$ cat src/hdl/dpfc_pkg.sv
package dpfc_pkg;

    localparam int unsigned PIXEL_W     = 16;
    localparam int unsigned BYTE_W      = 8;
    localparam int unsigned MODE_W      = 3;
    localparam int unsigned CFG_INDEX_W = 3;
    localparam int unsigned CFG_DATA_W  = 64;
    localparam int unsigned PAL_REGS    = 4;
    localparam int unsigned MAX_BYTES   = 4;
    localparam int unsigned CNT_W       = $clog2(MAX_BYTES);

    typedef enum logic [MODE_W-1:0] {
        MODE_PASS_BYTE = 3'd0,
        MODE_SWAP16    = 3'd1,
        MODE_RGB444    = 3'd2,
        MODE_RGB332    = 3'd3,
        MODE_GRAY8     = 3'd4,
        MODE_GRAY4     = 3'd5,
        MODE_PALETTE   = 3'd6,
        MODE_UNUSED    = 3'd7
    } format_mode_t;

    typedef enum logic [CFG_INDEX_W-1:0] {
        REG_FORMAT_MODE = 3'd0,
        REG_PALETTE_0_3 = 3'd1,
        REG_PALETTE_4_7 = 3'd2,
        REG_PALETTE_8_B = 3'd3,
        REG_PALETTE_C_F = 3'd4
    } cfg_reg_t;

    function automatic logic [15:0] gray4_to_rgb565(input logic [3:0] n);
        logic [5:0] g6;
        logic [4:0] g5;
        g6 = {n, n[3:2]};
        g5 = g6[5:1];
        return {g5, g6, g5};
    endfunction

endpackage

$ cat src/hdl/display_pixel_format_converter_top.sv
// Channel  Direction  Ports                               Contents
// s_axis   in         s_tvalid s_tready s_tdata s_tlast   pixel_data, frame_last
// m_axis   out        m_tvalid m_tready m_tdata m_tlast   out_byte, run_end
//                     m_tuser                             nibble_only, transfer_end
// cfg      in         cfg_wen cfg_index cfg_data          register writes
//
// Each source transaction produces one to four bytes, one byte per cycle on m_axis
// while m_tready is high. Bytes per item: 1 in pass-byte modes, 1 and 2 alternating
// in RGB444 (3 bytes per pair), 2 in swap16, RGB332 and gray8, 4 in gray4 pair and
// palette modes, sent by the one-byte-wide output shifter. Path: input register, then
// the byte shifter; the input register can hold the next item while the shifter sends.
// Reset clears mode, palette, RGB444 pair state and both stages.
// A stall on m_tready holds the shifter; s_tready drops once the input register is full too.
module display_pixel_format_converter_top
    import dpfc_pkg::*;
(
    input  logic                   clk,
    input  logic                   rst_n,
    input  logic                   s_tvalid,
    output logic                   s_tready,
    input  logic [PIXEL_W-1:0]     s_tdata,   // [15:0] pixel_data
    input  logic                   s_tlast,   // frame_last
    output logic                   m_tvalid,
    input  logic                   m_tready,
    output logic [BYTE_W-1:0]      m_tdata,   // [7:0] out_byte
    output logic                   m_tlast,   // run_end
    output logic [1:0]             m_tuser,   // [0] nibble_only, [1] transfer_end
    input  logic                   cfg_wen,
    input  logic [CFG_INDEX_W-1:0] cfg_index,
    input  logic [CFG_DATA_W-1:0]  cfg_data
);

    format_mode_t                              mode_reg;
    logic [PAL_REGS-1:0][CFG_DATA_W-1:0]       pal_reg;
    logic                                      phase_reg;
    logic [3:0]                                blue_reg;
    logic                                      phase_next;
    logic [3:0]                                blue_next;

    logic                                      a_valid_reg;
    logic [PIXEL_W-1:0]                        a_data_reg;
    logic                                      a_last_reg;
    logic                                      a_phase_reg;
    logic [3:0]                                a_blue_reg;

    logic                                      b_valid_reg;
    logic [BYTE_W-1:0]                         b_byte_reg [MAX_BYTES];
    logic [MAX_BYTES-1:0]                      b_nib_reg;
    logic [CNT_W-1:0]                          b_cnt_reg;
    logic                                      b_last_reg;

    logic [BYTE_W-1:0]                         cv_byte [MAX_BYTES];
    logic [MAX_BYTES-1:0]                      cv_nib;
    logic [CNT_W-1:0]                          cv_cnt;

    logic                                      in_fire;
    logic                                      out_fire;
    logic                                      b_done;
    logic                                      b_free;
    logic                                      a_move;

    logic [3:0]                                in_blue;
    logic [7:0]                                lo;
    logic [3:0]                                r4;
    logic [3:0]                                g4;
    logic [3:0]                                b4;
    logic [2:0]                                r3;
    logic [2:0]                                g3;
    logic [1:0]                                b2;
    logic [15:0]                               w0;
    logic [15:0]                               w1;
    logic [3:0]                                idx_hi;
    logic [3:0]                                idx_lo;

    assign out_fire = b_valid_reg & m_tready;
    assign b_done   = out_fire & (b_cnt_reg == '0);
    assign b_free   = ~b_valid_reg | b_done;
    assign a_move   = a_valid_reg & b_free;
    assign s_tready = ~a_valid_reg | b_free;
    assign in_fire  = s_tvalid & s_tready;

    assign m_tvalid   = b_valid_reg;
    assign m_tdata    = b_byte_reg[0];
    assign m_tlast    = (b_cnt_reg == '0);
    assign m_tuser[0] = b_nib_reg[0];
    assign m_tuser[1] = (b_cnt_reg == '0) & b_last_reg;

    // pair state advances at accept unless cfg_wen is high; the input register keeps the state seen by this item
    assign in_blue = s_tdata[4:1];

    always_comb
    begin
        phase_next = phase_reg;
        blue_next  = blue_reg;
        if (mode_reg == MODE_RGB444)
        begin
            if (!phase_reg && !s_tlast)
            begin
                phase_next = 1'b1;
                blue_next  = in_blue;
            end
            else
            begin
                phase_next = 1'b0;
                blue_next  = '0;
            end
        end
        if (s_tlast)
        begin
            phase_next = 1'b0;
            blue_next  = '0;
        end
    end

    always_comb
    begin
        lo     = a_data_reg[7:0];
        r4     = a_data_reg[15:12];
        g4     = a_data_reg[10:7];
        b4     = a_data_reg[4:1];
        r3     = lo[7:5];
        g3     = lo[4:2];
        b2     = lo[1:0];
        idx_hi = lo[7:4];
        idx_lo = lo[3:0];
        w0     = '0;
        w1     = '0;
        cv_nib = '0;
        cv_cnt = '0;
        for (int i = 0; i < MAX_BYTES; i++)
        begin
            cv_byte[i] = '0;
        end
        case (mode_reg)
            MODE_SWAP16:
            begin
                cv_byte[0] = a_data_reg[15:8];
                cv_byte[1] = a_data_reg[7:0];
                cv_cnt     = CNT_W'(1);
            end
            MODE_RGB444:
            begin
                if (!a_phase_reg)
                begin
                    cv_byte[0] = {r4, g4};
                    if (a_last_reg)
                    begin
                        cv_byte[1] = {b4, 4'b0000};
                        cv_nib[1]  = 1'b1;
                        cv_cnt     = CNT_W'(1);
                    end
                end
                else
                begin
                    cv_byte[0] = {a_blue_reg, r4};
                    cv_byte[1] = {g4, b4};
                    cv_cnt     = CNT_W'(1);
                end
            end
            MODE_RGB332:
            begin
                w0         = {r3, r3[2:1], g3, g3, b2, b2, b2[1]};
                cv_byte[0] = w0[15:8];
                cv_byte[1] = w0[7:0];
                cv_cnt     = CNT_W'(1);
            end
            MODE_GRAY8:
            begin
                w0         = {lo[7:3], lo[7:2], lo[7:3]};
                cv_byte[0] = w0[15:8];
                cv_byte[1] = w0[7:0];
                cv_cnt     = CNT_W'(1);
            end
            MODE_GRAY4:
            begin
                w0         = gray4_to_rgb565(idx_hi);
                w1         = gray4_to_rgb565(idx_lo);
                cv_byte[0] = w0[15:8];
                cv_byte[1] = w0[7:0];
                cv_byte[2] = w1[15:8];
                cv_byte[3] = w1[7:0];
                cv_cnt     = CNT_W'(3);
            end
            MODE_PALETTE:
            begin
                w0         = pal_reg[idx_hi[3:2]][{idx_hi[1:0], 4'b0000} +: 16];
                w1         = pal_reg[idx_lo[3:2]][{idx_lo[1:0], 4'b0000} +: 16];
                cv_byte[0] = w0[15:8];
                cv_byte[1] = w0[7:0];
                cv_byte[2] = w1[15:8];
                cv_byte[3] = w1[7:0];
                cv_cnt     = CNT_W'(3);
            end
            default:
            begin
                cv_byte[0] = lo;
            end
        endcase
    end

    always_ff @(posedge clk or negedge rst_n)
    begin
        if (!rst_n)
        begin
            mode_reg  <= MODE_PASS_BYTE;
            pal_reg   <= '0;
            phase_reg <= 1'b0;
            blue_reg  <= '0;
        end
        else
        begin
            if (cfg_wen)
            begin
                case (cfg_index)
                    REG_FORMAT_MODE:
                    begin
                        mode_reg  <= format_mode_t'(cfg_data[MODE_W-1:0]);
                        phase_reg <= 1'b0;
                        blue_reg  <= '0;
                    end
                    REG_PALETTE_0_3: pal_reg[0] <= cfg_data;
                    REG_PALETTE_4_7: pal_reg[1] <= cfg_data;
                    REG_PALETTE_8_B: pal_reg[2] <= cfg_data;
                    REG_PALETTE_C_F: pal_reg[3] <= cfg_data;
                    default:
                    begin
                    end
                endcase
            end
            else if (in_fire)
            begin
                phase_reg <= phase_next;
                blue_reg  <= blue_next;
            end
        end
    end

    always_ff @(posedge clk or negedge rst_n)
    begin
        if (!rst_n)
        begin
            a_valid_reg <= 1'b0;
        end
        else if (in_fire)
        begin
            a_valid_reg <= 1'b1;
        end
        else if (a_move)
        begin
            a_valid_reg <= 1'b0;
        end
    end

    always_ff @(posedge clk)
    begin
        if (in_fire)
        begin
            a_data_reg  <= s_tdata;
            a_last_reg  <= s_tlast;
            a_phase_reg <= phase_reg;
            a_blue_reg  <= blue_reg;
        end
    end

    always_ff @(posedge clk or negedge rst_n)
    begin
        if (!rst_n)
        begin
            b_valid_reg <= 1'b0;
            b_cnt_reg   <= '0;
        end
        else if (a_move)
        begin
            b_valid_reg <= 1'b1;
            b_cnt_reg   <= cv_cnt;
        end
        else if (b_done)
        begin
            b_valid_reg <= 1'b0;
        end
        else if (out_fire)
        begin
            b_cnt_reg <= b_cnt_reg - CNT_W'(1);
        end
    end

    always_ff @(posedge clk)
    begin
        if (a_move)
        begin
            b_byte_reg <= cv_byte;
            b_nib_reg  <= cv_nib;
            b_last_reg <= a_last_reg;
        end
        else if (out_fire)
        begin
            for (int i = 0; i < MAX_BYTES - 1; i++)
            begin
                b_byte_reg[i] <= b_byte_reg[i+1];
            end
            b_nib_reg <= {1'b0, b_nib_reg[MAX_BYTES-1:1]};
        end
    end

`ifndef SYNTHESIS
    a_nibble_at_end: assert property (@(posedge clk) disable iff (!rst_n)
        m_tvalid && m_tuser[0] |-> m_tlast && m_tuser[1])
        else $error("nibble_only byte is not the final byte of the transfer");

    a_nibble_mode: assert property (@(posedge clk) disable iff (!rst_n)
        m_tvalid && m_tuser[0] |-> mode_reg == MODE_RGB444)
        else $error("nibble_only byte outside RGB444 mode");

    a_phase_mode: assert property (@(posedge clk) disable iff (!rst_n)
        phase_reg |-> mode_reg == MODE_RGB444)
        else $error("pair phase set outside RGB444 mode");

    a_burst_continues: assert property (@(posedge clk) disable iff (!rst_n)
        out_fire && !m_tlast |=> m_tvalid && b_cnt_reg == $past(b_cnt_reg) - CNT_W'(1))
        else $error("byte burst dropped before its last byte");

    a_input_held: assert property (@(posedge clk) disable iff (!rst_n)
        a_valid_reg && !b_free |=> a_valid_reg && $stable(a_data_reg))
        else $error("input register lost an item while the shifter was busy");
`endif

endmodule
$ cat config.mk
export PLATFORM = sky130hd
export DESIGN_NAME = display_pixel_format_converter_top
export DESIGN_NICKNAME = d
export VERILOG_FILES = /design/src/hdl/dpfc_pkg.sv /design/src/hdl/display_pixel_format_converter_top.sv
export SDC_FILE = /design/constraint.sdc
export NUM_CORES = 1
export LEC_CHECK = 0
export ABC_AREA = 1
export ABC_CLOCK_PERIOD_IN_PS = 3600
export BUFFER_PORTS_ARGS = -buffer_cell sky130_fd_sc_hd__buf_4
export CAP_MARGIN = 25
export CORE_ASPECT_RATIO = 1.5
export CORE_MARGIN = 3
export CORE_UTILIZATION = 48
export DETAILED_ROUTE_END_ITERATION = 8
export PLACE_DENSITY = 0.65
export SYNTH_ARGS = -nofsm -noshare
export SYNTH_HDL_FRONTEND = slang
export SYNTH_SLANG_ARGS = --single-unit
$ cat constraint.sdc
create_clock -name clk -period 3.6 [get_ports clk]
set_clock_uncertainty 0.15 [all_clocks]
set_input_delay 0.9 -clock clk [delete_from_list [all_inputs] [get_ports clk]]
set_output_delay 0.9 -clock clk [all_outputs]
set_load 0.05 [all_outputs]
======== Word level (Yosys, flattened, before mapping) ========
Cells that the tools add are included.
word-level totals
  bits in registers ....................... 325
  input bits .............................. 89
  output and inout bits ................... 13
  logic and storage cells ................. 104
operators by class
  add/sub/neg operators ................... 1
  $lt $le $gt $ge ......................... 2
  equality and inequality tests ........... 12
  shifts and indexed selects .............. 2
  mux-type cells .......................... 38
  bitwise gates (word level) .............. 9
  reduce and logical (&&, ||, !) cells .... 19
operators by type and width
  cell                  count
  $bmux W64 S2          2
  $mux W64              2
  $shiftx A64 B7 Y16    2
  $pmux W8 S6           2
  $mux W24              2
  $pmux W16 S2          1
  $mux W4               6
  $mux W16              1
  $mux W1               15
  $eq A3 B2 Y1 const B  4
  $eq A3 B3 Y1 const B  4
  $reduce_and A2 Y1     6
  $mux W2               5
  $mux W8               1
  $reduce_bool A2 Y1    4
  $eq A3 B1 Y1 const B  2
  $lt A2 B3 Y1 const B  2
  $pmux W2 S3           1
  $and A1 B1 Y1         5
  $ne A2 B1 Y1 const B  2
  $logic_not A3 Y1      1
  $reduce_and A3 Y1     1
  $reduce_bool A3 Y1    1
  $reduce_or A3 Y1      1
  other kinds (7)       10

======== Logic depth before layout (Yosys ltp) ========
Gate-level depths: netlist (run 1).
  word-level depth ........................ 7
  depth in mapped cells ................... 13
  depth with buffers taken out ............ 11

======== Worst setup path before layout (run 1) ========
OpenSTA, ideal clock, no wires.
  path kind ............................... register to register
  start ................................... reg b_valid_reg (netlist: m_tvalid)
  end ..................................... reg b_cnt_reg[1]
  setup time .............................. 132 ps
  data arrival time ....................... 3141 ps
  required time ........................... 3318 ps
  setup slack ............................. 178 ps
  cell stages (with the launch flop) ...... 5
  buffers on the path ..................... 0
  clock period less this slack ............ 3422 ps
  cell sequence ........................... dfrtp_1 > o21ai_0 > nand2_1 > nor3_1 > a21oi_1
between the ends
  cells in the longest elaborated chain, start to end .. 6
RTL lines
  item                                                                 RTL line                                   RTL
  start: declaration                                                   display_pixel_format_converter_top.sv:46   logic b_valid_reg;
  start signal: assignment                                             display_pixel_format_converter_top.sv:269  b_valid_reg <= 1'b0;
  start signal: assignment                                             display_pixel_format_converter_top.sv:274  b_valid_reg <= 1'b1;
  start signal: assignment                                             display_pixel_format_converter_top.sv:279  b_valid_reg <= 1'b0;
  $and A1 B1 Y1                                                        display_pixel_format_converter_top.sv:75   assign out_fire = b_valid_reg & m_tready;
  $and A1 B1 Y1                                                        display_pixel_format_converter_top.sv:76   assign b_done = out_fire & (b_cnt_reg == '0);
  $or A1 B1 Y1                                                         display_pixel_format_converter_top.sv:77   assign b_free = ~b_valid_reg | b_done;
  $and A1 B1 Y1                                                        display_pixel_format_converter_top.sv:78   assign a_move = a_valid_reg & b_free;
  $ne A2 B1 Y1 (no line) / $reduce_bool A2 Y1 (equally long branches)  n/a
  $reduce_and A2 Y1 (no line)                                          n/a
  end signal: assignment                                               display_pixel_format_converter_top.sv:275  b_cnt_reg <= cv_cnt;
  end signal: assignment                                               display_pixel_format_converter_top.sv:283  b_cnt_reg <= b_cnt_reg - CNT_W'(1);
  end: declaration                                                     display_pixel_format_converter_top.sv:49   logic [CNT_W-1:0] b_cnt_reg;
Several ways; a longest one is shown, not always the timed one.
A chain may end at the register's enable or synchronous reset.

======== Worst setup path after layout (run 1) ========
  start ................................... reg b_cnt_reg[0]
  end ..................................... out s_tready
between the ends
  cells in the longest elaborated chain, start to end .. 4
RTL lines
  item              RTL line                                  RTL
  $logic_not A2 Y1  display_pixel_format_converter_top.sv:76
  $and A1 B1 Y1     display_pixel_format_converter_top.sv:76
  $or A1 B1 Y1      display_pixel_format_converter_top.sv:77
  $or A1 B1 Y1      display_pixel_format_converter_top.sv:79  assign s_tready = ~a_valid_reg | b_free;
  end: declaration  display_pixel_format_converter_top.sv:20  output logic s_tready,
No other way between the ends.

==> key figures, run 1 <==
CTS
  • Clock transition at the register clock pins on the worst setup and hold paths after CTS: 0.07 ns
  • Cts repair resizes: 0
  • Number of post-CTS setup repair buffers: 0
  • Number of sinks driven by the clock tree: 325
  • Number of buffers between clock root and the deepest sink: 3
  • Number of hold buffers added after cts: 0
  • Number of buffers created by CTS: 34
  • Worst-skew pair later-pin latency: 0.54 ns
  • H-tree lvl count: 2
  • TritonCTS clock tree: done
  • CTS Root Cell: sky130_fd_sc_hd__clkbuf_16

Global route
  • First-pass GRT wire length: 94700 um
  • Overall track demand over capacity in global routing: 30.4%
  • Pin count of the biggest net entering global routing: 208
  • Gr ovfl total: 0
  • Number of antenna violations at the first check in global routing: 0
  • Number of global-route vias before repair: 16570

Placement
  • Number of input and output port buffers inserted: 101
  • RD Place Congestion: 0.945
  • Pre-CTS setup slack: 0.705 ns
  • Dpl cell area: 0.0192 mm^2
  • Detailed placement HPWL: 40200 um

Route
  • Drt first pass iters: 6
  • Drt total wl: 61600 um
  • Drc violations: 0
  • Post-detailed-route wirelength per cell: 20.1 um
  • Per-cell via count in the routed design: 5.63
  • First DRT Iteration DRCs: 1753
  • Routed vias: 17211
  • Final ANT Viol Nets: 0

Flow run
  • Max-cap violation count: 0

Worst setup path
  • Max Fanout on Critical Path: 4
  • Largest delay share family, worst path: flip-flops
  • Cell type of the slowest stage on the worst timing path: sky130_fd_sc_hd__dfrtp_1
  • Crit path arrival time: 1.79 ns
  • Data required time at the worst endpoint: 2.55 ns
  • Count of buffering cells on the critical path with inverters included: 2
  • Startpoint-to-endpoint class of the critical path: reg2out
  • Category of the worst setup path capture point: output port
  • Type of element launching the critical path: register
  • CP peak stage delay: 0.33 ns
  • Series of cell instances along the critical path: inv_1 -> ha_1 -> a21boi_1 -> nand2_1 -> buf_4

Cells and area
  • Fraction of the core area covered by cells at the end of the flow: 54.9%
  • Post-route standard cell area excluding fillers: 0.0204 mm^2
  • Fillers: 3581
  • Relative area change from synthesis to final layout: 11.9%
  • Fraction of layout instances using a drive strength above 1: 8.47%
  • Largest register FFs: 256
  • Final-stage net count: 2641
  • ANT cells: 0

STA
  • Minimum clock period: 2.84 ns
  • Final Setup Violations: 0
  • Setup_tns: 0 ns
  • Final hold vios: 0
  • Tcrit/Tclk final: 78.9%
  • Slew of the pin with the lowest slew margin: 1.01 ns
  • Max Transition Viols Final: 0
  • Achievable Freq: 352 MHz
  • Setup repair after global routing missed its margin: no
  • Rel. slew slack: 32.6%
  • Crit path setup slack, layout: 0.758 ns

Outcome
  • Outcome: finished clean

Die
  • Ports placed on the boundary: 102
  • Die Y: 245 um
  • Std-Cell Core Area: 0.0371 mm^2
  • FP Rows: 86
  • Die Span X: 165 um
  • Area of the die: 0.0403 mm^2
  • Effective utilization at floorplan: 49.0%

Logic synthesis
  • Post-Synthesis Mean Instance Area: 7.14 um^2
  • Distinct cell type count after synthesis: 36
  • Number of storage elements in the synthesis netlist: 325
  • Netlist area before placement: 0.0182 mm^2
  • Yosys synthesis warning count: 0
  • Number of standard cells after synthesis: 2551
  • Proportion of synthesized chip area in sequential cells: 46.2%
  • Synthesized netlist net count: 2641

Pwr
  • Maximum ir drop on the vdd rail: 0.432 mV
  • Pwr per Cell Area: 650 mW/mm^2
  • LEAKAGE: 10.2 nW

Worst hold path
  • Path class of the lowest-slack min-delay path: in2async
cell usage after synthesis:
| cell type | count | share of area (%) |
|---|---|---|
| sky130_fd_sc_hd__clkbuf_1 | 82 | 1.7 |
| sky130_fd_sc_hd__o21ai_0 | 356 | 9.8 |
| sky130_fd_sc_hd__nor2_2 | 1 | 0.034 |
| sky130_fd_sc_hd__a31oi_1 | 1 | 0.034 |
| sky130_fd_sc_hd__buf_6 | 8 | 0.49 |
| sky130_fd_sc_hd__or2_2 | 1 | 0.034 |
| sky130_fd_sc_hd__dfxtp_1 | 1 | 0.11 |
| sky130_fd_sc_hd__mux2_2 | 1 | 0.062 |
| sky130_fd_sc_hd__nor2_1 | 103 | 2.1 |
| sky130_fd_sc_hd__clkinv_1 | 4 | 0.082 |
| sky130_fd_sc_hd__o22ai_1 | 2 | 0.069 |
| sky130_fd_sc_hd__o221ai_1 | 2 | 0.096 |
| sky130_fd_sc_hd__o311ai_0 | 1 | 0.048 |
| sky130_fd_sc_hd__ha_1 | 1 | 0.069 |
| sky130_fd_sc_hd__a211oi_1 | 1 | 0.041 |
| sky130_fd_sc_hd__nand3_2 | 2 | 0.11 |
| sky130_fd_sc_hd__buf_2 | 68 | 1.9 |
| sky130_fd_sc_hd__a21oi_1 | 85 | 2.3 |
| sky130_fd_sc_hd__a21boi_1 | 1 | 0.041 |
| sky130_fd_sc_hd__nor2_4 | 2 | 0.12 |
| sky130_fd_sc_hd__o211ai_1 | 45 | 1.9 |
| sky130_fd_sc_hd__edfxtp_1 | 56 | 9.2 |
| sky130_fd_sc_hd__nor3_2 | 1 | 0.055 |
| sky130_fd_sc_hd__nand3b_1 | 2 | 0.082 |
| sky130_fd_sc_hd__a22oi_1 | 1 | 0.041 |
| sky130_fd_sc_hd__o21ai_1 | 5 | 0.14 |
| sky130_fd_sc_hd__buf_1 | 5 | 0.10 |
| sky130_fd_sc_hd__nor3_1 | 5 | 0.14 |
| sky130_fd_sc_hd__nand2_2 | 1 | 0.034 |
| sky130_fd_sc_hd__nand4_1 | 3 | 0.10 |
| sky130_fd_sc_hd__nand2_1 | 777 | 16 |
| sky130_fd_sc_hd__nand3_1 | 310 | 8.5 |
| sky130_fd_sc_hd__buf_4 | 18 | 0.74 |
| sky130_fd_sc_hd__inv_1 | 324 | 6.7 |
| sky130_fd_sc_hd__dfrtp_1 | 268 | 37 |
| sky130_fd_sc_hd__inv_2 | 7 | 0.14 |
placed cells by master, fill, tap and decap left out, drive strengths merged:
master,n
edfxtp,56
o221ai,2
nand2,778
clkinv,11
nand3b,2
bufinv,2
o22ai,2
ha,1
nor2,106
inv,332
o311ai,1
or2,1
a31oi,1
dfrtp,268
a211oi,1
buf,145
o211ai,45
a21oi,85
o21ai,361
a21boi,1
dfxtp,1
mux2,1
nand3,312
clkbuf,50
a22oi,1
nor3,6
nand4,3
metal layers:
| layer | up-vias | GRT usage (%) | wire (um) |
|---|---|---|---|
| met2 | 692 | 49.8 | 29200 |
| met5 | - | 0 | 0 |
| li1 | 8156 | - | - |
| met4 | 0 | 20.1 | 4830 |
| met3 | 199 | 3.63 | 3590 |
| met1 | 8164 | 37.5 | 23900 |
path summary, 6_finish.rpt:
| path | start | slack [ns] | cells after the start | end |
|---|---|---|---|---|
| min in group clk | blue_reg[3]$_DFFE_PN0P_ | 0.30 | 0 | a_blue_reg[3]$_DFFE_PP_ |
| min reg2reg | blue_reg[3]$_DFFE_PN0P_ | 0.30 | 0 | a_blue_reg[3]$_DFFE_PP_ |
| max reg2reg | a_data_reg[2]$_DFFE_PP_ | 1.06 | 8 | b_byte_reg[14]$_DFFE_PP_ |
| max | b_cnt_reg[0]$_DFFE_PN0P_ | 0.76 | 5 | s_tready |
| max in group asynchronous | rst_n | 2.27 | 2 | pal_reg[91]$_DFFE_PN0P_ |
| min | rst_n | 0.18 | 1 | pal_reg[59]$_DFFE_PN0P_ |
final cells by class:
| cell class | instances | area, um^2 | area share, % |
|---|---|---|---|
| well taps | 484 | 606 | 2.97 |
| inverters | 335 | 1260 | 6.17 |
| flip-flops and latches | 325 | 8410 | 41.3 |
| clock inverters | 10 | 104 | 0.510 |
| repair buffers | 145 | 1290 | 6.34 |
| clock buffers | 50 | 1020 | 5.02 |
| multi-input cells | 1710 | 7690 | 37.7 |
per-stage QoR:
| step | hold slack, ns | power (mW) | cells |
|---|---|---|---|
| floorplan | 0.275 | 8.09 | 2551 |
| global route | 0.221 | 14.0 | 3059 |
| finish | 0.178 | 13.3 | 3059 |
| global placement | 0.285 | 9.51 | 2998 |
| CTS | 0.207 | 13.2 | 3058 |
| detailed placement | 0.294 | 9.61 | 2998 |
kinds of logic (layout without fill, tap and decap cells):
group / count (synthesis) / after routing / share of synthesized area, %
AO/OA/AOI/OAI: 500 / 500 / 14.5
multiplexers: 1 / 1 / 0.0619
buffers and inverters: 516 / 540 / 11.8
AND/OR/NAND/NOR: 1208 / 1208 / 27.4
flip-flops: 325 / 325 / 46.2
adder cells (fa/ha/maj): 1 / 1 / 0.0687
power breakdown:
group	leakage [nW]	internal, mW	switching, mW
logic	5.72	1.38	3.14
registers	3.91	4.61	0.500
clock network	0.562	2.12	1.50
Power figures use the tool's default switching activity.
==> inputs of run 2 (changes only) <==
- ABC_CLOCK_PERIOD_IN_PS: 3600 -> 2900
- clock period: 3.6 -> 2.9 ns (I/O delays scaled with it)
==> run 2 against run 1 <==
Compared with the run above:
- register-to-register slack lost 0.60 ns
- worst setup slack got worse by 0.51 ns
- via count up 0.84%
- final cell count is 0.39% higher
- die area stayed put
- sequential share of layout area shrank 0.40 points
- combinational power rose by 26%
==> key figures, run 2 (synthesis gave the netlist of run 1 again) <==
Route
  • First DRT Iteration DRCs: 1902 (+8.5%)
  • Drt first pass iters: 7 (+1)
  • Post-detailed-route wirelength per cell: 20.3 um (+0.77%)
  • Routed vias: 17356 (+0.84%)
  • Drc violations: 0 (unchanged)
  • Drt total wl: 62300 um (+1.2%)
  • Final ANT Viol Nets: 0 (unchanged)
  • Per-cell via count in the routed design: 5.65 (+0.45%)

CTS
  • Cts repair resizes: 0 (unchanged)
  • Number of hold buffers added after cts: 1 (+1)
  • CTS Root Cell: sky130_fd_sc_hd__clkbuf_16
  • Number of post-CTS setup repair buffers: 0 (unchanged)
  • Clock transition at the register clock pins on the worst setup and hold paths after CTS: 0.06 ns (about the same)
  • TritonCTS clock tree: done
  • Number of sinks driven by the clock tree: 325 (unchanged)
  • Number of buffers between clock root and the deepest sink: 3 (unchanged)
  • Worst-skew pair later-pin latency: 0.55 ns (about the same)
  • H-tree lvl count: 2 (unchanged)
  • Number of buffers created by CTS: 36 (+5.9%)

Die
  • Std-Cell Core Area: 0.0371 mm^2 (unchanged)
  • Die Y: 245 um (unchanged)
  • Die Span X: 165 um (unchanged)
  • FP Rows: 86 (unchanged)
  • Effective utilization at floorplan: 49.0% (unchanged)
  • Ports placed on the boundary: 102 (unchanged)
  • Area of the die: 0.0403 mm^2 (unchanged)

Worst setup path
  • Crit path arrival time: 1.77 ns (-0.02 ns)
  • CP peak stage delay: 0.32 ns (about the same)
  • Largest delay share family, worst path: flip-flops
  • Max Fanout on Critical Path: 4 (unchanged)
  • Count of buffering cells on the critical path with inverters included: 2 (unchanged)
  • Series of cell instances along the critical path: inv_1 -> ha_1 -> a21boi_1 -> nand2_1 -> buf_4
  • Type of element launching the critical path: register
  • Cell type of the slowest stage on the worst timing path: sky130_fd_sc_hd__dfrtp_1
  • Data required time at the worst endpoint: 2.03 ns (-0.52 ns)
  • Startpoint-to-endpoint class of the critical path: reg2out
  • Category of the worst setup path capture point: output port

Cells and area
  • Largest register FFs: 256 (unchanged)
  • Most common cell after layout, fill and taps aside: sky130_fd_sc_hd__nand2_1
  • Final-stage net count: 2650 (+0.34%)
  • Post-route insts no fill: 3071 (+0.39%)
  • Relative area change from synthesis to final layout: 13.0%
  • Most frequent cells in the layout: sky130_fd_sc_hd__nand2_1 (777), sky130_fd_sc_hd__o21ai_0 (355), sky130_fd_sc_hd__inv_1 (324)
  • Fraction of layout instances using a drive strength above 1: 8.70% (+0.23 points)

Pwr
  • Switching power: 6.50 mW (+26%)
  • Combinational power share: 34.0% (about the same)
  • Clock power frac: 28.3% (+1.0 points)
  • Internal portion of total power: 10.3 mW (+27%)
  • Part of the total power dissipated in sequential elements: 37.7% (-0.8 points)
  • Pwr per Cell Area: 818 mW/mm^2 (+26%)
  • Switching share of power: 38.6% (-0.23 points)
  • LEAKAGE: 10.3 nW (+0.90%)
  • Maximum ir drop on the vdd rail: 0.715 mV (+65%)

STA
  • Slew of the pin with the lowest slew margin: 0.793 ns (-0.218 ns)
  • Rel. slew slack: 46.8% (+14 points)
  • Final hold vios: 0 (unchanged)
  • Achievable Freq: 378 MHz
  • Setup_tns: 0 ns (unchanged)
  • Final Setup Violations: 0 (unchanged)
  • Max Transition Viols Final: 0 (unchanged)
  • Minimum clock period: 2.65 ns
  • Setup repair after global routing missed its margin: no
  • Tcrit/Tclk final: 91.3%

Placement
  • Detailed placement HPWL: 41300 um (+2.7%)
  • RD Place Congestion: 0.981 (+3.9%)
  • Number of input and output port buffers inserted: 101 (unchanged)
  • Number of placed instances with taps included: 3004 (+0.20%)

Global route
  • Gr ovfl total: 0 (unchanged)
  • Pin count of the biggest net entering global routing: 129 (-38%)
  • Number of global-route vias before repair: 16467 (-0.62%)
  • First-pass GRT wire length: 95200 um (+0.56%)
  • Number of antenna violations at the first check in global routing: 1 (+1)
  • Overall track demand over capacity in global routing: 30.8% (+0.35 points)

Worst hold path
  • Path class of the lowest-slack min-delay path: in2reg

Outcome
  • Outcome: finished clean

Flow run
  • Max-cap violation count: 0 (unchanged)
[run 2: layout make-up]
class | count | area [um^2]
fillers | 3632 | 16500
flip-flops and latches | 325 | 8410
inverters | 335 | 1260
well taps | 484 | 606
clock buffers | 49 | 1020
multi-input cells | 1710 | 7690
diodes | 1 | 2.50
clock inverters | 15 | 186
repair buffers | 152 | 1410
[run 2: through the flow]
| stage | utilization, % | setup WS [ns] | power [mW] | hold WS, ns | cell area [um^2] |
|---|---|---|---|---|---|
| global placement | 52.1 | 0.498 | 11.9 | 0.282 | 19300 |
| floorplan | - | 0.224 | 10.0 | 0.275 | 18200 |
| CTS | 55.3 | 0.247 | 16.8 | 0.202 | 20500 |
| global route | 55.4 | 0.150 | 17.7 | 0.205 | 20600 |
| finish | 55.4 | 0.253 | 16.8 | 0.223 | 20600 |
| detailed placement | 52.1 | 0.418 | 12.0 | 0.293 | 19300 |
[run 2: power groups by stage]
stage	Sequential (mW)	Combinational [mW]	Clock, mW
after floorplan	6.19	3.85	0
final	6.35	5.72	4.76
after detailed placement	6.41	5.60	0
after global routing	6.45	6.29	5.00
after CTS	6.34	5.62	4.82
after global placement	6.38	5.49	0
[run 2: final timing paths]
check	endpoint	slack, ns	start	depth (start not counted)
hold / removal	a_data_reg[14]$_DFFE_PP_	0.22	s_tdata[14]	1
setup / recovery	s_tready	0.25	b_cnt_reg[0]$_DFFE_PN0P_	5
hold reg to reg	a_blue_reg[0]$_DFFE_PP_	0.30	blue_reg[0]$_DFFE_PN0P_	0
setup reg to reg	b_byte_reg[8]$_DFFE_PP_	0.46	b_cnt_reg[0]$_DFFE_PN0P_	7
max in group asynchronous	pal_reg[99]$_DFFE_PN0P_	1.34	rst_n	3
min in group asynchronous	pal_reg[253]$_DFFE_PN0P_	0.48	rst_n	2
[run 2: per-layer routing]
layer	routed length [um]	share of wire, %	up-vias	GRT usage, %
li1	-	-	8173	-
met2	29400	47	813	49.7
met1	23200	37	8168	37.8
met4	5120	8.2	0	20.9
met5	0	0	-	0
met3	4620	7.4	202	4.41
[run 2: worst reg2reg max path, cell delays in order (launching register included)]
cell                       delay, ns
sky130_fd_sc_hd__dfrtp_1        0.36
sky130_fd_sc_hd__inv_1          0.09
sky130_fd_sc_hd__ha_1           0.23
sky130_fd_sc_hd__a21boi_1       0.12
sky130_fd_sc_hd__nor2_2         0.46
sky130_fd_sc_hd__inv_2          0.34
sky130_fd_sc_hd__a31oi_1        0.31
sky130_fd_sc_hd__a21oi_1        0.13
==> inputs of run 3 (changes only) <==
- CELL_PAD_IN_SITES_DETAIL_PLACEMENT: default -> 1
- CELL_PAD_IN_SITES_GLOBAL_PLACEMENT: default -> 1
- CORE_UTILIZATION: 48 -> 45
- PLACE_DENSITY: 0.65 -> 0.8
==> run 3 against run 2 <==
Compared with the run above:
- critical path depth stayed put
- count of clock-buffer cells in the layout stayed put
- register-to-register slack better by 0.04 ns
- sequential cell count stayed put
- final cell count is 0.29% higher
- wire length is 6.2% higher
- die area is 6.5% higher
- global-route usage is 0.16 points higher
- core utilization is 3.8 points lower
- largest power group unchanged
- worst hold slack worse by 0.010 ns
- fmax is 1.5% lower
- first-iteration DRC count is 30% lower
==> key figures, run 3 (synthesis gave the netlist of run 1 again) <==
Worst setup path
  • Series of cell instances along the critical path: inv_1 -> ha_1 -> a21boi_1 -> nand2_1 -> buf_4
  • Startpoint-to-endpoint class of the critical path: reg2out
  • Crit path arrival time: 1.81 ns (+0.04 ns)
  • CP peak stage delay: 0.33 ns (about the same)
  • Category of the worst setup path capture point: output port
  • Cell type of the slowest stage on the worst timing path: sky130_fd_sc_hd__dfrtp_1
  • Setup slack, reg-to-reg: 0.50 ns (+0.04 ns)
  • Destination of the worst register-to-register timing path: b_byte_reg[7]$_DFFE_PN_
  • Startpoint of the most critical register-to-register path: a_data_reg[2]$_DFFE_PP_
  • Largest delay share family, worst path: flip-flops
  • Max Fanout on Critical Path: 4 (unchanged)
  • Type of element launching the critical path: register
  • Data required time at the worst endpoint: 2.03 ns (about the same)
  • Count of buffering cells on the critical path with inverters included: 2 (unchanged)
  • CP Depth: 5 (unchanged)
  • Depth of the worst register-to-register path: 9 (+2)

Global route
  • Overall track demand over capacity in global routing: 31.0% (+0.16 points)
  • Number of antenna violations at the first check in global routing: 1 (unchanged)
  • First-pass GRT wire length: 104000 um (+9.5%)
  • Pin count of the biggest net entering global routing: 129 (unchanged)
  • Gr ovfl total: 0 (unchanged)
  • Number of global-route vias before repair: 18516 (+12%)

CTS
  • H-tree lvl count: 2 (unchanged)
  • Number of sinks driven by the clock tree: 325 (unchanged)
  • Number of buffers between clock root and the deepest sink: 3 (unchanged)
  • TritonCTS clock tree: done
  • Number of buffers created by CTS: 35 (-2.8%)
  • Number of post-CTS setup repair buffers: 0 (unchanged)
  • CTS Root Cell: sky130_fd_sc_hd__clkbuf_16
  • Number of hold buffers added after cts: 1 (unchanged)
  • Cts repair resizes: 0 (unchanged)
  • Clock transition at the register clock pins on the worst setup and hold paths after CTS: 0.06 ns (about the same)
  • Worst-skew pair later-pin latency: 0.54 ns (about the same)

Die
  • Area of the die: 0.0430 mm^2 (+6.5%)
  • Std-Cell Core Area: 0.0396 mm^2 (+6.8%)
  • Die Y: 252 um (+3.2%)
  • Die Span X: 170 um (+3.2%)
  • Effective utilization at floorplan: 45.9% (-3.1 points)
  • FP Rows: 89 (+3.5%)
  • Ports placed on the boundary: 102 (unchanged)

Pwr
  • Maximum ir drop on the vdd rail: 0.435 mV (-39%)
  • Clock power frac: 27.4% (-0.9 points)
  • Pwr per Cell Area: 815 mW/mm^2 (-0.36%)
  • LEAKAGE: 10.2 nW (-0.63%)
  • Switching power: 6.55 mW (+0.78%)
  • Switching share of power: 39.2% (+0.65 points)
  • Part of the total power dissipated in sequential elements: 38.1% (+0.4 points)
  • Internal portion of total power: 10.1 mW (-2.0%)
  • Combinational power share: 34.6% (+0.6 points)

STA
  • Setup_tns: 0 ns (unchanged)
  • Final Setup Violations: 0 (unchanged)
  • Worst hold margin: 0.213 ns (-0.00997 ns)
  • Crit path setup slack, layout: 0.212 ns (-0.0404 ns)
  • Slew of the pin with the lowest slew margin: 0.973 ns (+0.180 ns)
  • Final hold vios: 0 (unchanged)
  • Tcrit/Tclk final: 92.7% (+1.4 points)
  • Setup repair after global routing missed its margin: no
  • Achievable Freq: 372 MHz (-1.5%)
  • Rel. slew slack: 35.1% (-12 points)
  • Minimum clock period: 2.69 ns (+0.0404 ns)
  • Max Transition Viols Final: 0 (unchanged)

Placement
  • Number of placed instances with taps included: 3017 (+0.43%)
  • Pre-CTS setup slack: 0.475 ns (+0.0567 ns)
  • Detailed placement HPWL: 42700 um (+3.5%)
  • Number of input and output port buffers inserted: 101 (unchanged)
  • RD Place Congestion: 0.894 (-8.9%)

Cells and area
  • Fraction of layout instances using a drive strength above 1: 8.41% (-0.29 points)
  • Final-stage net count: 2645 (-0.19%)
  • Area of the multi-input gates: 0.00769 mm^2 (about the same)
  • Largest register FFs: 256 (unchanged)
  • Most common cell after layout, fill and taps aside: sky130_fd_sc_hd__nand2_1
  • Register Area: 0.00841 mm^2 (unchanged)
  • Post-route insts no fill: 3080 (+0.29%)
  • Fraction of the core area covered by cells at the end of the flow: 51.6% (-3.8 points)
  • ANT cells: 0 (-1)
  • Fillers: 5078 (+40%)
  • Relative area change from synthesis to final layout: 12.4%
  • Most frequent cells in the layout: sky130_fd_sc_hd__nand2_1 (777), sky130_fd_sc_hd__o21ai_0 (355), sky130_fd_sc_hd__inv_1 (324)

Worst hold path
  • Instance count along the most critical hold path: 1 (unchanged)
  • Hold worst-path end: a_data_reg[10]$_DFFE_PP_
  • Path class of the lowest-slack min-delay path: in2reg
  • Hold path startpoint: s_tdata[10]

Route
  • First DRT Iteration DRCs: 1325 (-30%)
  • Routed vias: 17646 (+1.7%)
  • Drc violations: 0 (unchanged)
  • Drt first pass iters: 5 (-2)
  • Per-cell via count in the routed design: 5.73 (+1.4%)
  • Final ANT Viol Nets: 0 (unchanged)
  • Drt total wl: 66200 um (+6.2%)
  • Post-detailed-route wirelength per cell: 21.5 um (+5.9%)

Outcome
  • Outcome: finished clean

Flow run
  • Max-cap violation count: 0 (unchanged)
[run 3: cell type report]
type | instances | share of cell area, %
repair buffers | 148 | 6.52
clock buffers | 49 | 5.04
inverters | 335 | 6.14
clock inverters | 13 | 0.569
flip-flops and latches | 325 | 41.1
multi-input cells | 1710 | 37.6
well taps | 500 | 3.06
[run 3: metal layers]
metal	vias up	global-route usage (%)	share of wire, %
li1	8151	-	-
met1	8731	38.1	40
met2	569	52.6	49
met3	195	4.29	5.4
met4	0	16.4	5.9
met5	-	0	0
[run 3: power by group through the flow]
stage               clock [mW]  sequential (mW)  combinational (mW)
global route              4.83             6.45                6.38
finish                    4.57             6.35                5.76
detailed placement           0             6.41                5.67
CTS                       4.65             6.34                5.73
floorplan                    0             6.19                3.85
global placement             0             6.36                5.42
[run 3: worst max-delay path by stage]
stage                                   startpoint                       to  slack, ns
after floorplan           b_cnt_reg[0]$_DFFE_PN0P_  a_blue_reg[0]$_DFFE_PP_       0.22
after detailed placement                  m_tready  a_data_reg[6]$_DFFE_PP_       0.47
after global routing      b_cnt_reg[0]$_DFFE_PN0P_                 s_tready       0.05
after CTS                 b_cnt_reg[0]$_DFFE_PN0P_                 s_tready       0.17
final                     b_cnt_reg[0]$_DFFE_PN0P_                 s_tready       0.21
after global placement                    m_tready  a_data_reg[2]$_DFFE_PP_       0.59
[run 3: per-stage QoR]
| step | power (mW) | instance area, um^2 |
|---|---|---|
| floorplan | 10.0 | 18200 |
| global placement | 11.8 | 19300 |
| detailed placement | 12.1 | 19300 |
| CTS | 16.7 | 20500 |
| global route | 17.7 | 20500 |
| finish | 16.7 | 20500 |
